### src/sv/sprt_pkg.sv
// Package: shared types, constants and helpers of the routing table block.
`timescale 1ns / 1ps
package sprt_pkg;

   localparam int MAX_NODES    = 16;
   localparam int NODE_W       = 4;
   localparam int COUNT_W      = 5;
   localparam int DIST_W       = 10;
   localparam logic [DIST_W-1:0] NO_LINK_COST = 10'd999;

   localparam logic OP_LOAD  = 1'b0;
   localparam logic OP_QUERY = 1'b1;

   // Command handed from the front end to the back end
   typedef struct packed {
      logic                is_query;
      logic                bad;
      logic [NODE_W-1:0]   from_node;
      logic [NODE_W-1:0]   to_node;
      logic [DIST_W-1:0]   link_cost;
      logic [NODE_W-1:0]   source_node;
   } cmd_type;

   typedef enum logic [2:0] {
      ST_IDLE,
      ST_INIT,
      ST_SCAN,
      ST_RELAX,
      ST_ROW,
      ST_WALK,
      ST_EMIT
   } state_type;

   // Clamp the node count register into the supported range
   function automatic logic [COUNT_W-1:0] active_nodes(input logic [COUNT_W-1:0] cnt);
      logic [COUNT_W-1:0] n;
      n = cnt;
      if (n < COUNT_W'(2)) n = COUNT_W'(2);
      if (n > COUNT_W'(MAX_NODES)) n = COUNT_W'(MAX_NODES);
      return n;
   endfunction

   // Zero or a cost at or above the cap means no link
   function automatic logic [DIST_W-1:0] link_weight(input logic [DIST_W-1:0] c);
      if (c == '0 || c >= NO_LINK_COST) return NO_LINK_COST;
      return c;
   endfunction

endpackage

### src/sv/sprt_front.sv
// Front end: classifies incoming items and queues them for the back end.
`timescale 1ns / 1ps
module sprt_front (
   input  logic                         clock,
   input  logic                         reset,
   input  logic                         req_valid,
   output logic                         req_stall,
   input  logic                         req_opcode,
   input  logic [3:0]                   req_from_node,
   input  logic [3:0]                   req_to_node,
   input  logic [9:0]                   req_link_cost,
   input  logic [3:0]                   req_source_node,
   input  logic [sprt_pkg::COUNT_W-1:0] node_num,
   output logic                         cmd_valid,
   output sprt_pkg::cmd_type            cmd,
   input  logic                         cmd_pop
);
   import sprt_pkg::*;

   cmd_type     queue_ff [2];
   logic        wr_ptr_ff, wr_ptr_in;
   logic        rd_ptr_ff, rd_ptr_in;
   logic [1:0]  count_ff, count_in;
   logic        push;
   cmd_type     new_cmd;

   // Classify the incoming item
   always_comb begin
      new_cmd.is_query    = (req_opcode == OP_QUERY);
      new_cmd.bad         = ({1'b0, req_source_node} >= node_num);
      new_cmd.from_node   = req_from_node;
      new_cmd.to_node     = req_to_node;
      new_cmd.link_cost   = req_link_cost;
      new_cmd.source_node = req_source_node;
   end

   assign req_stall = (count_ff == 2'd2);
   assign push      = req_valid && !req_stall;
   assign cmd_valid = (count_ff != 2'd0);
   assign cmd       = queue_ff[rd_ptr_ff];

   // Advance pointers and fill count
   always_comb begin
      wr_ptr_in = wr_ptr_ff ^ push;
      rd_ptr_in = rd_ptr_ff ^ cmd_pop;
      count_in  = count_ff + 2'(push) - 2'(cmd_pop);
   end

   always_ff @(posedge clock) begin
      if (reset) begin
         wr_ptr_ff <= 1'b0;
         rd_ptr_ff <= 1'b0;
         count_ff  <= 2'd0;
      end else begin
         wr_ptr_ff <= wr_ptr_in;
         rd_ptr_ff <= rd_ptr_in;
         count_ff  <= count_in;
      end
   end

   // Store the transfer into the queue
   always_ff @(posedge clock) begin
      if (push) begin
         queue_ff[wr_ptr_ff] <= new_cmd;
      end
   end

endmodule

### src/sv/sprt_back.sv
// Back end: cost memory, Dijkstra sequencer and routing row output.
`timescale 1ns / 1ps
module sprt_back (
   input  logic                         clock,
   input  logic                         reset,
   input  logic [sprt_pkg::COUNT_W-1:0] node_num,
   input  logic                         cmd_valid,
   input  sprt_pkg::cmd_type            cmd,
   output logic                         cmd_pop,
   output logic                         rsp_valid,
   input  logic                         rsp_stall,
   output logic [3:0]                   rsp_dest_node,
   output logic [3:0]                   rsp_next_hop,
   output logic [3:0]                   rsp_pred_hop,
   output logic [9:0]                   rsp_path_distance,
   output logic                         rsp_bad_source,
   output logic                         rsp_last_row
);
   import sprt_pkg::*;

   logic [DIST_W-1:0]  cost_mem [MAX_NODES*MAX_NODES];
   logic [DIST_W-1:0]  rd_data_ff;
   logic [NODE_W-1:0]  rd_idx_ff;
   logic               rd_vld_ff;

   logic [DIST_W-1:0]  dist_ff [MAX_NODES];
   logic [NODE_W-1:0]  prev_ff [MAX_NODES];
   logic [MAX_NODES-1:0] vis_ff;

   state_type          state_ff, state_in;
   logic [NODE_W-1:0]  src_ff;
   logic [NODE_W-1:0]  row_ff;
   logic [COUNT_W-1:0] idx_ff;
   logic [COUNT_W-1:0] step_ff;
   logic [DIST_W-1:0]  best_ff;
   logic [NODE_W-1:0]  pick_ff;
   logic               found_ff;
   logic [NODE_W-1:0]  out_ff;
   logic [NODE_W-1:0]  hop_ff;
   logic [NODE_W-1:0]  nxt_ff;
   logic               bad_ff;

   logic               rsp_valid_ff;
   logic [3:0]         dest_ff, nhop_ff, phop_ff;
   logic [9:0]         pdist_ff;
   logic               bad_out_ff, last_ff;

   logic               issue;
   logic               rd_last;
   logic               scan_hit;
   logic               scan_last;
   logic               found_nx;
   logic [DIST_W-1:0]  best_nx;
   logic [NODE_W-1:0]  pick_nx;
   logic               slot_free;
   logic               row_last;
   logic [NODE_W-1:0]  last_idx;
   logic [DIST_W:0]    cand;
   logic [DIST_W-1:0]  weight;

   assign last_idx  = NODE_W'(node_num - COUNT_W'(1));
   assign slot_free = !rsp_valid_ff || !rsp_stall;
   assign rd_last   = rd_vld_ff && (rd_idx_ff == last_idx);
   assign weight    = link_weight(rd_data_ff);
   assign cand      = {1'b0, best_ff} + {1'b0, weight};

   // Scan step: keep the nearest unvisited node, lowest index on ties
   assign scan_hit  = !vis_ff[idx_ff[NODE_W-1:0]] && (dist_ff[idx_ff[NODE_W-1:0]] < best_ff);
   assign scan_last = (idx_ff[NODE_W-1:0] == last_idx);
   assign found_nx  = found_ff || scan_hit;
   assign best_nx   = scan_hit ? dist_ff[idx_ff[NODE_W-1:0]] : best_ff;
   assign pick_nx   = scan_hit ? idx_ff[NODE_W-1:0] : pick_ff;

   assign row_last  = (out_ff == last_idx) ||
                      ((out_ff == last_idx - NODE_W'(1)) && (src_ff == last_idx));

   // Next state
   always_comb begin
      state_in = state_ff;
      case (state_ff)
         ST_IDLE: begin
            if (cmd_valid && cmd.is_query) begin
               state_in = cmd.bad ? ST_EMIT : ST_INIT;
            end
         end
         ST_INIT: begin
            if (rd_last) state_in = ST_SCAN;
         end
         ST_SCAN: begin
            if (scan_last) state_in = found_nx ? ST_RELAX : ST_ROW;
         end
         ST_RELAX: begin
            if (rd_last) state_in = (step_ff == node_num - COUNT_W'(1)) ? ST_ROW : ST_SCAN;
         end
         ST_ROW: begin
            if (out_ff != src_ff) begin
               state_in = (prev_ff[out_ff] == src_ff) ? ST_EMIT : ST_WALK;
            end
         end
         ST_WALK: begin
            if (prev_ff[hop_ff] == src_ff) state_in = ST_EMIT;
         end
         ST_EMIT: begin
            if (slot_free) state_in = (bad_ff || row_last) ? ST_IDLE : ST_ROW;
         end
         default: state_in = ST_IDLE;
      endcase
   end

   // Control strobes
   always_comb begin
      cmd_pop = 1'b0;
      issue   = 1'b0;
      case (state_ff)
         ST_IDLE:  cmd_pop = cmd_valid;
         ST_INIT:  issue   = (idx_ff < node_num);
         ST_RELAX: issue   = (idx_ff < node_num);
         default: begin
            cmd_pop = 1'b0;
            issue   = 1'b0;
         end
      endcase
   end

   // Cost memory: load writes, registered row reads
   always_ff @(posedge clock) begin
      if (cmd_pop && !cmd.is_query) begin
         cost_mem[{cmd.from_node, cmd.to_node}] <= cmd.link_cost;
      end
      rd_data_ff <= cost_mem[{row_ff, idx_ff[NODE_W-1:0]}];
      rd_idx_ff  <= idx_ff[NODE_W-1:0];
   end

   // Control registers
   always_ff @(posedge clock) begin
      if (reset) begin
         state_ff     <= ST_IDLE;
         rd_vld_ff    <= 1'b0;
         rsp_valid_ff <= 1'b0;
      end else begin
         state_ff  <= state_in;
         rd_vld_ff <= issue;
         if (state_ff == ST_EMIT && slot_free) begin
            rsp_valid_ff <= 1'b1;
         end else if (!rsp_stall) begin
            rsp_valid_ff <= 1'b0;
         end
      end
   end

   // Sequencer datapath
   always_ff @(posedge clock) begin
      if (issue) idx_ff <= idx_ff + COUNT_W'(1);
      case (state_ff)
         ST_IDLE: begin
            src_ff <= cmd.source_node;
            row_ff <= cmd.source_node;
            bad_ff <= cmd.bad;
            idx_ff <= '0;
         end
         ST_INIT: begin
            if (rd_vld_ff) begin
               dist_ff[rd_idx_ff] <= (rd_idx_ff == src_ff) ? '0 : weight;
               prev_ff[rd_idx_ff] <= src_ff;
               vis_ff[rd_idx_ff]  <= (rd_idx_ff == src_ff);
            end
            if (rd_last) begin
               step_ff  <= COUNT_W'(1);
               idx_ff   <= '0;
               best_ff  <= NO_LINK_COST;
               found_ff <= 1'b0;
               pick_ff  <= '0;
            end
         end
         ST_SCAN: begin
            best_ff  <= best_nx;
            pick_ff  <= pick_nx;
            found_ff <= found_nx;
            if (scan_last) begin
               idx_ff <= '0;
               out_ff <= '0;
               row_ff <= pick_nx;
               if (found_nx) vis_ff[pick_nx] <= 1'b1;
            end else begin
               idx_ff <= idx_ff + COUNT_W'(1);
            end
         end
         ST_RELAX: begin
            if (rd_vld_ff && !vis_ff[rd_idx_ff] && (cand < {1'b0, dist_ff[rd_idx_ff]})) begin
               dist_ff[rd_idx_ff] <= cand[DIST_W-1:0];
               prev_ff[rd_idx_ff] <= pick_ff;
            end
            if (rd_last) begin
               step_ff  <= step_ff + COUNT_W'(1);
               idx_ff   <= '0;
               best_ff  <= NO_LINK_COST;
               found_ff <= 1'b0;
               pick_ff  <= '0;
            end
         end
         ST_ROW: begin
            if (out_ff == src_ff) begin
               out_ff <= out_ff + NODE_W'(1);
            end else begin
               hop_ff <= prev_ff[out_ff];
               nxt_ff <= out_ff;
            end
         end
         ST_WALK: begin
            if (prev_ff[hop_ff] == src_ff) begin
               nxt_ff <= hop_ff;
            end else begin
               hop_ff <= prev_ff[hop_ff];
            end
         end
         ST_EMIT: begin
            if (slot_free) out_ff <= out_ff + NODE_W'(1);
         end
         default: begin
            idx_ff <= idx_ff;
         end
      endcase
   end

   // Output register
   always_ff @(posedge clock) begin
      if (state_ff == ST_EMIT && slot_free) begin
         if (bad_ff) begin
            dest_ff    <= '0;
            nhop_ff    <= '0;
            phop_ff    <= '0;
            pdist_ff   <= NO_LINK_COST;
            bad_out_ff <= 1'b1;
            last_ff    <= 1'b1;
         end else begin
            dest_ff    <= out_ff;
            nhop_ff    <= nxt_ff;
            phop_ff    <= prev_ff[out_ff];
            pdist_ff   <= dist_ff[out_ff];
            bad_out_ff <= 1'b0;
            last_ff    <= row_last;
         end
      end
   end

   assign rsp_valid         = rsp_valid_ff;
   assign rsp_dest_node     = dest_ff;
   assign rsp_next_hop      = nhop_ff;
   assign rsp_pred_hop      = phop_ff;
   assign rsp_path_distance = pdist_ff;
   assign rsp_bad_source    = bad_out_ff;
   assign rsp_last_row      = last_ff;

endmodule

### src/sv/shortest_path_routing_table_top.sv
// Top level: shortest path routing table with node count register.
// Use: push load items (opcode 0) on req_* to write link costs into the
// 16x16 cost memory, then a query item (opcode 1) naming a source node.
// Each query returns one routing row per other node on rsp_*, ascending by
// destination, with last_row on the final one; a source at or beyond the
// node count returns a single row with bad_source set.
// csr_* writes the node count (clamped to 2..16); csr_ready is always high.
// The user must make writes only while the block is idle; the block itself does not enforce this.
// A load is written into the cost memory when the idle back end takes it. A query
// with N nodes first fills the distance table, then runs up to N-1 rounds
// of a scan and a relax pass through the single memory read port, then
// walks the predecessors for each row and outputs it.
// A two-entry queue sits between front and back end, so up to two items
// are taken while a query runs; req_stall rises when it is full.
// When rsp_stall is high the current row holds and the sequencer waits.
// Reset (synchronous) empties the queue, drops any pending row and sets
// the node count to 16; the cost memory keeps no reset value.
`timescale 1ns / 1ps
module shortest_path_routing_table_top (
   input  logic       clock,
   input  logic       reset,
   input  logic       req_valid,
   output logic       req_stall,
   input  logic       req_opcode,
   input  logic [3:0] req_from_node,
   input  logic [3:0] req_to_node,
   input  logic [9:0] req_link_cost,
   input  logic [3:0] req_source_node,
   output logic       rsp_valid,
   input  logic       rsp_stall,
   output logic [3:0] rsp_dest_node,
   output logic [3:0] rsp_next_hop,
   output logic [3:0] rsp_pred_hop,
   output logic [9:0] rsp_path_distance,
   output logic       rsp_bad_source,
   output logic       rsp_last_row,
   input  logic       csr_valid,
   output logic       csr_ready,
   input  logic [4:0] csr_data
);
   import sprt_pkg::*;

   logic [COUNT_W-1:0] node_count_ff;
   logic [COUNT_W-1:0] node_num;
   logic               cmd_valid;
   logic               cmd_pop;
   cmd_type            cmd;

   // Hold the node count register
   assign csr_ready = 1'b1;
   always_ff @(posedge clock) begin
      if (reset) begin
         node_count_ff <= COUNT_W'(MAX_NODES);
      end else if (csr_valid && csr_ready) begin
         node_count_ff <= csr_data;
      end
   end

   assign node_num = active_nodes(node_count_ff);

   sprt_front u_front (
      .clock           (clock),
      .reset           (reset),
      .req_valid       (req_valid),
      .req_stall       (req_stall),
      .req_opcode      (req_opcode),
      .req_from_node   (req_from_node),
      .req_to_node     (req_to_node),
      .req_link_cost   (req_link_cost),
      .req_source_node (req_source_node),
      .node_num        (node_num),
      .cmd_valid       (cmd_valid),
      .cmd             (cmd),
      .cmd_pop         (cmd_pop)
   );

   sprt_back u_back (
      .clock             (clock),
      .reset             (reset),
      .node_num          (node_num),
      .cmd_valid         (cmd_valid),
      .cmd               (cmd),
      .cmd_pop           (cmd_pop),
      .rsp_valid         (rsp_valid),
      .rsp_stall         (rsp_stall),
      .rsp_dest_node     (rsp_dest_node),
      .rsp_next_hop      (rsp_next_hop),
      .rsp_pred_hop      (rsp_pred_hop),
      .rsp_path_distance (rsp_path_distance),
      .rsp_bad_source    (rsp_bad_source),
      .rsp_last_row      (rsp_last_row)
   );

endmodule

### config.mk
export PLATFORM = sky130hd
export DESIGN_NAME = shortest_path_routing_table_top
export DESIGN_NICKNAME = d
export VERILOG_FILES = /design/src/sv/sprt_pkg.sv /design/src/sv/sprt_front.sv /design/src/sv/sprt_back.sv /design/src/sv/shortest_path_routing_table_top.sv
export SDC_FILE = /design/constraint.sdc
export NUM_CORES = 2
export LEC_CHECK = 0
export BUFFER_PORTS_ARGS = -buffer_cell sky130_fd_sc_hd__buf_2
export CAP_MARGIN = 20
export CORE_MARGIN = 2
export CORE_UTILIZATION = 35
export CTS_CLUSTER_DIAMETER = 40
export CTS_CLUSTER_SIZE = 10
export DETAILED_ROUTE_END_ITERATION = 10
export PLACE_DENSITY_LB_ADDON = 0.1
export SKIP_CTS_REPAIR_TIMING = 1
export SYNTH_ARGS = -nofsm -noshare
export SYNTH_HDL_FRONTEND = slang
export SYNTH_SLANG_ARGS = --single-unit
### constraint.sdc
create_clock -name clock -period 8.1 [get_ports clock]
set_input_delay 2.43 -clock clock [delete_from_list [all_inputs] [get_ports clock]]
set_output_delay 2.43 -clock clock [all_outputs]
set_load 0.005 [all_outputs]
## Word level (Yosys, flattened, before mapping)

Memory sizes are Yosys's and may differ from the RTL's. A register that Yosys moved wholly into a read port is not among the register bits.
Cells that the tools add are included.

- Memories kept: 4
- Register bits after elaboration: 94
- Memory bits (writable): 2832
- Input bits: 33

Memories:

| name | words | bits a word | rd ports | clocked after Yosys merged registers in | write ports | line | RTL |
|---|---|---|---|---|---|---|---|
| u_back.cost_mem | 256 | 10 | 1 | 1 | 1 | sprt_back.sv:21 | `logic [DIST_W-1:0] cost_mem [MAX_NODES*MAX_NODES];` |
| u_back.dist_ff | 16 | 10 | 3 | 3 | 1 | sprt_back.sv:26 | `logic [DIST_W-1:0] dist_ff [MAX_NODES];` |
| u_back.prev_ff | 16 | 4 | 2 | 2 | 1 | sprt_back.sv:27 | `logic [NODE_W-1:0] prev_ff [MAX_NODES];` |
| u_front.queue_ff | 2 | 24 | 1 | 1 | 1 | sprt_front.sv:20 | `cmd_type queue_ff [2];` |

- Bitwise gates (word level): 5
- Muxes and demuxes: 80
- $add $sub $neg: 8
- Reduce and logical (&&, ||, !) cells: 43
- Equality and inequality tests: 33
- Magnitude comparators: 12

Operator list:

| kind | count |
|---|---|
| two-way mux 10 bit | 6 |
| two-way mux 4 bit | 14 |
| two-way mux 16 bit | 3 |
| == test 4 bit | 9 |
| two-way mux 5 bit | 7 |
| two-way mux 3 bit | 11 |
| one-hot mux 16 bit (2 select lines) | 1 |
| one-hot mux 4 bit (2 select lines) | 4 |
| inequality test 2 x 1 -> 1 bit (second input constant) | 13 |
| two-way mux 1 bit | 22 |
| one-hot mux 3 bit (7 select lines) | 1 |
| one-hot mux 10 bit (2 select lines) | 1 |
| one-hot mux 5 bit (4 select lines) | 1 |
| bitwise mux 16 bit | 1 |
| OR 16 bit | 1 |
| less-than comparator 4 x 5 -> 1 bit (second input constant) | 3 |
| one-hot mux 4 bit (3 select lines) | 1 |
| AND reduction 3 bit | 4 |
| nonzero test 2 bit | 6 |
| adder 10 x 10 -> 11 bit | 1 |
| logical AND 1 bit | 11 |
| less-than comparator 11 x 10 -> 1 bit | 1 |
| adder 5 x 1 -> 5 bit (second input constant) | 2 |
| greater-or-equal comparator 10 bit (second input constant) | 1 |
| 36 further kinds | 56 |

## Depth between registers and ports, before layout

- Depth in word-level cells: 13
- Mapped depth: 24
- Mapped depth without buffers: 21

## By module

From an unflattened synthesis, not the netlist that was laid out.

- Cell total of the unflattened synthesis: 6000
- Area, all modules: 120275.4 µm²

Modules (own cells, without submodules):

| module | area each (µm²) | instances | cells each |
|---|---|---|---|
| sprt_back | 117905.6 | 1 | 5864 |
| sprt_front | 2134.5 | 1 | 111 |
| shortest_path_routing_table_top | 235.2 | 1 | 25 |

## Worst setup path before layout

Ideal clock, no wire load.

- Path kind: reg2reg
- Start: register u_back.rd_data_ff[4] (read register of u_back.cost_mem)
- End: memory u_back.dist_ff[0][0], enable pin
- Path buffers: 2
- Slack: 1.868 ns
- Cell stages (with the launch flop): 22
- Clock period less this slack: 6.232 ns
- Arrival time: 5.811 ns
- Cell sequence: dfxtp_1 > clkbuf_1 > nor2_1 > nand3_1 > o21ai_1 > or2_2 > ha_1 > fa_1 > a21o_1 > maj3_1 > o21ai_1 > a221oi_1 > o41ai_1 > xnor2_1 > ha_1 > a31oi_1 > nand4_1 > a211o_1 > a221o_1 > nor2b_1 > clkbuf_1 > nor4_1

- Word-level cells in the longest chain between the ends: 11
- Elaborated cells on any way between the ends: 12
- Those cells by class: add/sub (1); order compare (2); mux (5); bitwise (1); reduce/logical (3)

RTL lines:

| item | line | RTL |
|---|---|---|
| start: declaration | sprt_back.sv:22 | `logic [DIST_W-1:0] rd_data_ff;` |
| greater-or-equal comparator 10 bit / logical NOT 10 bit (equally long branches) | sprt_pkg.sv:45 | `if (c == '0 \|\| c >= NO_LINK_COST) return NO_LINK_COST;` |
| logical OR 1 bit | sprt_pkg.sv:45 |  |
| two-way mux 1 bit | sprt_pkg.sv:45 |  |
| two-way mux 10 bit * | sprt_pkg.sv:46 | `return c;` |
| adder 10 x 10 -> 11 bit * | sprt_back.sv:65 | `assign cand = {1'b0, best_ff} + {1'b0, weight};` |
| less-than comparator 11 x 10 -> 1 bit * | sprt_back.sv:189 | `if (rd_vld_ff && !vis_ff[rd_idx_ff] && (cand < {1'b0, dist_ff[rd_idx_ff]})) begin` |
| logical AND 1 bit * | sprt_back.sv:189 |  |
| two-way mux 1 bit * | sprt_back.sv:189 |  |
| two-way mux 1 bit * | sprt_back.sv:154 | `case (state_ff)` |
| two-way mux 1 bit (not written as such) * | sprt_back.sv:190 | `dist_ff[rd_idx_ff] <= cand[DIST_W-1:0];` |
| OR 1 bit (no line) * | -- |  |
| end: declaration | sprt_back.sv:26 |  |

Every way passes the cells marked *; elsewhere a longest branch is shown, timed or not.

## Worst setup path after layout

- Start: register u_back.rd_data_ff[4] (read register of u_back.cost_mem)
- End: memory u_back.prev_ff[8][0], enable pin

- Word-level cells in the longest chain between the ends: 11
- Elaborated cells on any way between the ends: 12
- Those cells by class: add/sub (1); order compare (2); mux (5); bitwise (1); reduce/logical (3)

RTL lines:

| item | line | RTL |
|---|---|---|
| greater-or-equal comparator 10 bit / logical NOT 10 bit (equally long branches) | sprt_pkg.sv:45 |  |
| logical OR 1 bit | sprt_pkg.sv:45 |  |
| two-way mux 1 bit | sprt_pkg.sv:45 |  |
| two-way mux 10 bit * | sprt_pkg.sv:46 |  |
| adder 10 x 10 -> 11 bit * | sprt_back.sv:65 |  |
| less-than comparator 11 x 10 -> 1 bit * | sprt_back.sv:189 |  |
| logical AND 1 bit * | sprt_back.sv:189 |  |
| two-way mux 1 bit * | sprt_back.sv:189 |  |
| two-way mux 1 bit * | sprt_back.sv:154 |  |
| two-way mux 1 bit (not written as such) * | sprt_back.sv:191 | `prev_ff[rd_idx_ff] <= pick_ff;` |
| OR 1 bit (no line) * | -- |  |
| end: declaration | sprt_back.sv:27 |  |

Marks and branches as above.

==> impl_metrics.csv <==
group,metric,value,unit
critical_path,path_depth,20,
flow_run,maxCapViolations,0,
cts,h-tree-depth,5,
global_routing,grt_busiest_layer,"met2",
finish,multi_input_area,29500,um^2
global_routing,grt_pass1_vias,59500,
finish,nNetsFinal,5922,
timing,tns,0,ns
timing,fin_hold_ws,0.503,ns
global_routing,grt.overflow.total,0,
critical_path,reg2regPathDepth,20,
hold_path,hp-class,"register to register",
synth,ys_dominant_reg_cell,"edfxtp_1",
floorplan,die_area,345000,um^2
timing,fin_skew,0.0444,ns
critical_path,crit_path_start,"u_back.rd_data_ff[4]$_DFF_P_",
critical_path,endpoint,"u_back.prev_ff[8][0]$_DFFE_PP_",
synth,ys.warnings.count,0,
timing,finalCritPeriodShare,75.0,%
synth,synth_cell_types,68,
critical_path,cp_top_family,"compound AO/OA/AOI/OAI gates",
global_routing,grt_max_degree,184,
cts,cts_buffer_depth,4,
global_routing,grt_pass1_wl,466000,um
global_routing,met2_usage,30.0,%
synth,async_reset_ff_share,0,%
finish,layout-area-overhead-vs-synth,19.2,%
global_routing,grt_antenna_before_repair,6,
critical_path,crit_buf_inv,1,
cts,clk_pin_slew_worst_paths,0.05,ns
power_and_ir_drop,cellLeakagePower,0.0438,uW
finish,final_common_cell,"edfxtp_1",
global_routing,grtUsageTotal,18.7,%
route,drc,0,
finish,fillers,29500,
cts,clock_latency,0.95,ns
synth,synth_edf_count,2918,
timing,finalSetupViolations,0,
cts,clock-sinks,2958,
finish,post-route-cell-area,142000,um^2
finish,layout_common_cells,"edfxtp_1 (2,918), mux4_2 (1,029), clkbuf_16 (472)",
timing,drv_slew,0,
placement,place_area,126000,um^2
route,first_iter_violations,5565,
global_routing,met3_usage,2.56,%
critical_path,crit_chain,"nor2_1 -> nand3_1 -> o21ai_1 -> or2_2 -> ha_1 -> fa_1 -> a21o_1 -> maj3_1 -> o21ai_1 -> a221oi_1 -> o41ai_1 -> xnor2_1 -> ha_1 -> a31oi_1 -> nand4_1 -> a211o_1 -> a221o_1 -> nor2b_2 -> nor3_2 -> buf_4",
route,viasPerCell,5.37,
timing,rsz0062_at_grt,"false",
route,num_vias,57800,
timing,slew-limit-headroom,14.5,%
finish,ff_latch_area,88400,um^2
critical_path,r2r_end,"u_back.prev_ff[8][0]$_DFFE_PP_",
route,dr.pass1.iters,5,
route,ant_nets,0,
synth,synth_area_per_cell,22.1,um^2
floorplan,row_count,214,
power_and_ir_drop,power,49100,uW
floorplan,dieWidth,587,um
cts,cts_tree,"built",
synth,yosysSeqAreaShare,74.3,%
synth,syn-cell-area,119000,um^2
timing,final-hold-violation-count,0,
critical_path,cp_slowest_cell,"nor3_2",
critical_path,r2r_slack,2.02,ns
timing,max_freq,165,MHz
power_and_ir_drop,ir_drop,0.000277,V
power_and_ir_drop,p_per_area,346,nW/um^2
placement,port_buffers,58,
critical_path,critPathMaxFanout,16,
global_routing,grt_util_met1,27.0,%
synth,syn_nets,5455,
placement,gp_congestion,0.795,
critical_path,arrival,6.69,ns
placement,hpwlAfterDp,197000,um
cts,cts_root_buffer,"clkbuf_16",
timing,worst_pin_slew,1.28,ns
finish,drive_gt1_share,34.8,%
synth,synthesis.instances,5377,
critical_path,cp.required,8.72,ns
route,detail_route.wl_per_cell,30.5,um
status,status,"finished clean",
synth,ys_ff_latch,2958,
floorplan,ios,60,
critical_path,worst-setup-path-type,"register to register",
critical_path,cp-start-kind,"register",
cts,numCtsBuffers,464,
floorplan,start_util,35.1,%
timing,fin_crit,6.08,ns
critical_path,cp-end-kind,"register",
critical_path,critical-path-max-stage-delay,0.62,ns
critical_path,r2r-start,"u_back.rd_data_ff[4]$_DFF_P_",
route,totalWireLength,328000,um
floorplan,core_area,339000,um^2
floorplan,die_h,587,um
-- Yosys cell counts, types with 3 or more instances --
| cell | number | area share (%) |
|---|---|---|
| edfxtp_1 | 2918 | 74 |
| mux4_2 | 1029 | 19 |
| nor2_1 | 321 | 1.0 |
| clkbuf_1 | 191 | 0.60 |
| nand2_1 | 134 | 0.42 |
| buf_1 | 91 | 0.29 |
| a21oi_1 | 56 | 0.24 |
| ha_1 | 44 | 0.46 |
| inv_1 | 44 | 0.14 |
| dfxtp_1 | 40 | 0.67 |
| mux2i_1 | 37 | 0.31 |
| nand3_1 | 37 | 0.16 |
| xnor2_1 | 37 | 0.27 |
| buf_2 | 34 | 0.14 |
| nor2b_1 | 33 | 0.17 |
| a22oi_1 | 28 | 0.18 |
| nor3_1 | 28 | 0.12 |
| o21ai_1 | 23 | 0.097 |
| mux2_2 | 22 | 0.21 |
| xor2_1 | 18 | 0.13 |
| mux2_1 | 17 | 0.16 |
| nor4_1 | 15 | 0.079 |
| a21o_1 | 14 | 0.088 |
| nand2b_1 | 14 | 0.074 |
| o32ai_1 | 14 | 0.10 |
| or2_2 | 14 | 0.074 |
| o21ai_0 | 13 | 0.055 |
| and3_1 | 10 | 0.053 |
| or2_1 | 8 | 0.042 |
| nand4_1 | 7 | 0.037 |
| and2_1 | 6 | 0.032 |
| o21a_1 | 6 | 0.038 |
| o22ai_1 | 6 | 0.032 |
| a221oi_1 | 5 | 0.037 |
| a211oi_1 | 4 | 0.025 |
| a31oi_1 | 4 | 0.021 |
| inv_2 | 4 | 0.013 |
| o211ai_1 | 4 | 0.025 |
| o41ai_1 | 4 | 0.029 |
| or3_1 | 4 | 0.021 |
| a22o_1 | 3 | 0.022 |
| buf_6 | 3 | 0.028 |
| o31ai_1 | 3 | 0.019 |
-- sequential cells by signal, indices dropped and copies added, names as in the netlist, 5 cells and up, named ones only --
register and flops:
node_count_ff 5, u_back.best_ff 10, u_back.cost_mem 2560, u_back.dist_ff 160, u_back.idx_ff 5, u_back.prev_ff 64
u_back.rd_data_ff 10, u_back.rsp_path_distance 10, u_back.step_ff 5, u_back.vis_ff 16, u_front.queue_ff 48
-- layout make-up --
type / instances / share of cell area, %
clock buffer: 533 / 8.51
multi-input combinational: 2048 / 20.8
clock inverter: 315 / 2.37
antenna: 5 / 0.00881
sequential: 2958 / 62.3
inverter: 50 / 0.132
tap: 4536 / 4.00
timing repair buffer: 322 / 1.89
-- routing by layer --
| metal | up-vias | part of all wire (%) |
|---|---|---|
| met5 | - | 0 |
| met4 | 0 | 2.5 |
| met3 | 452 | 4.8 |
| met2 | 1659 | 48 |
| met1 | 31900 | 45 |
| li1 | 23900 | - |
-- kinds of logic (layout without fill, tap and decap cells) --
group / after synthesis / count (layout) / synth area share (%)
other: 1 / 6 / 0.00315
XOR/XNOR: 55 / 55 / 0.405
multiplexers: 1105 / 1105 / 20.1
buffers and inverters: 371 / 1220 / 1.23
adder cells (fa/ha/maj): 46 / 46 / 0.488
AO/OA/AOI/OAI: 204 / 204 / 1.14
AND/OR/NAND/NOR: 637 / 637 / 2.34
flip-flops: 2958 / 2958 / 74.3
-- power breakdown --
group	switching [uW]	total [uW]	internal, uW	leakage [uW]
registers	291	18900	18600	0.0266
logic	6630	10600	3960	0.00965
clock network	7130	19600	12500	0.00752
total	14000	49100	35000	0.0438
-- through the flow --
stage / worst slack [ns] / instances / util (%)
floorplan: 1.87 / 5377 / -
global placement: 2.08 / 9796 / 37.0
detailed placement: 2.02 / 9851 / 37.1
CTS: 1.98 / 10700 / 41.7
global route: 1.68 / 10800 / 41.8
finish: 2.02 / 10800 / 41.8
-- worst min-delay path by stage --
stage	startpoint	endpoint	slack (ns)	depth (start not counted)
2_1_floorplan	u_back.idx_ff[3]$_DFFE_PN_	u_back.rd_idx_ff[3]$_DFF_P_	0.37	0
3_3_place_gp	u_back.hop_ff[2]$_DFFE_PP_	register	0.49	1
3_5_place_dp	u_back.hop_ff[2]$_DFFE_PP_	register	0.50	1
4_1_cts	u_back.hop_ff[2]$_DFFE_PP_	register	0.51	1
5_1_grt	u_back.hop_ff[2]$_DFFE_PP_	register	0.53	1
6_report	u_back.hop_ff[2]$_DFFE_PP_	register	0.50	1
Note: power is estimated with default switching activity, not from simulation.
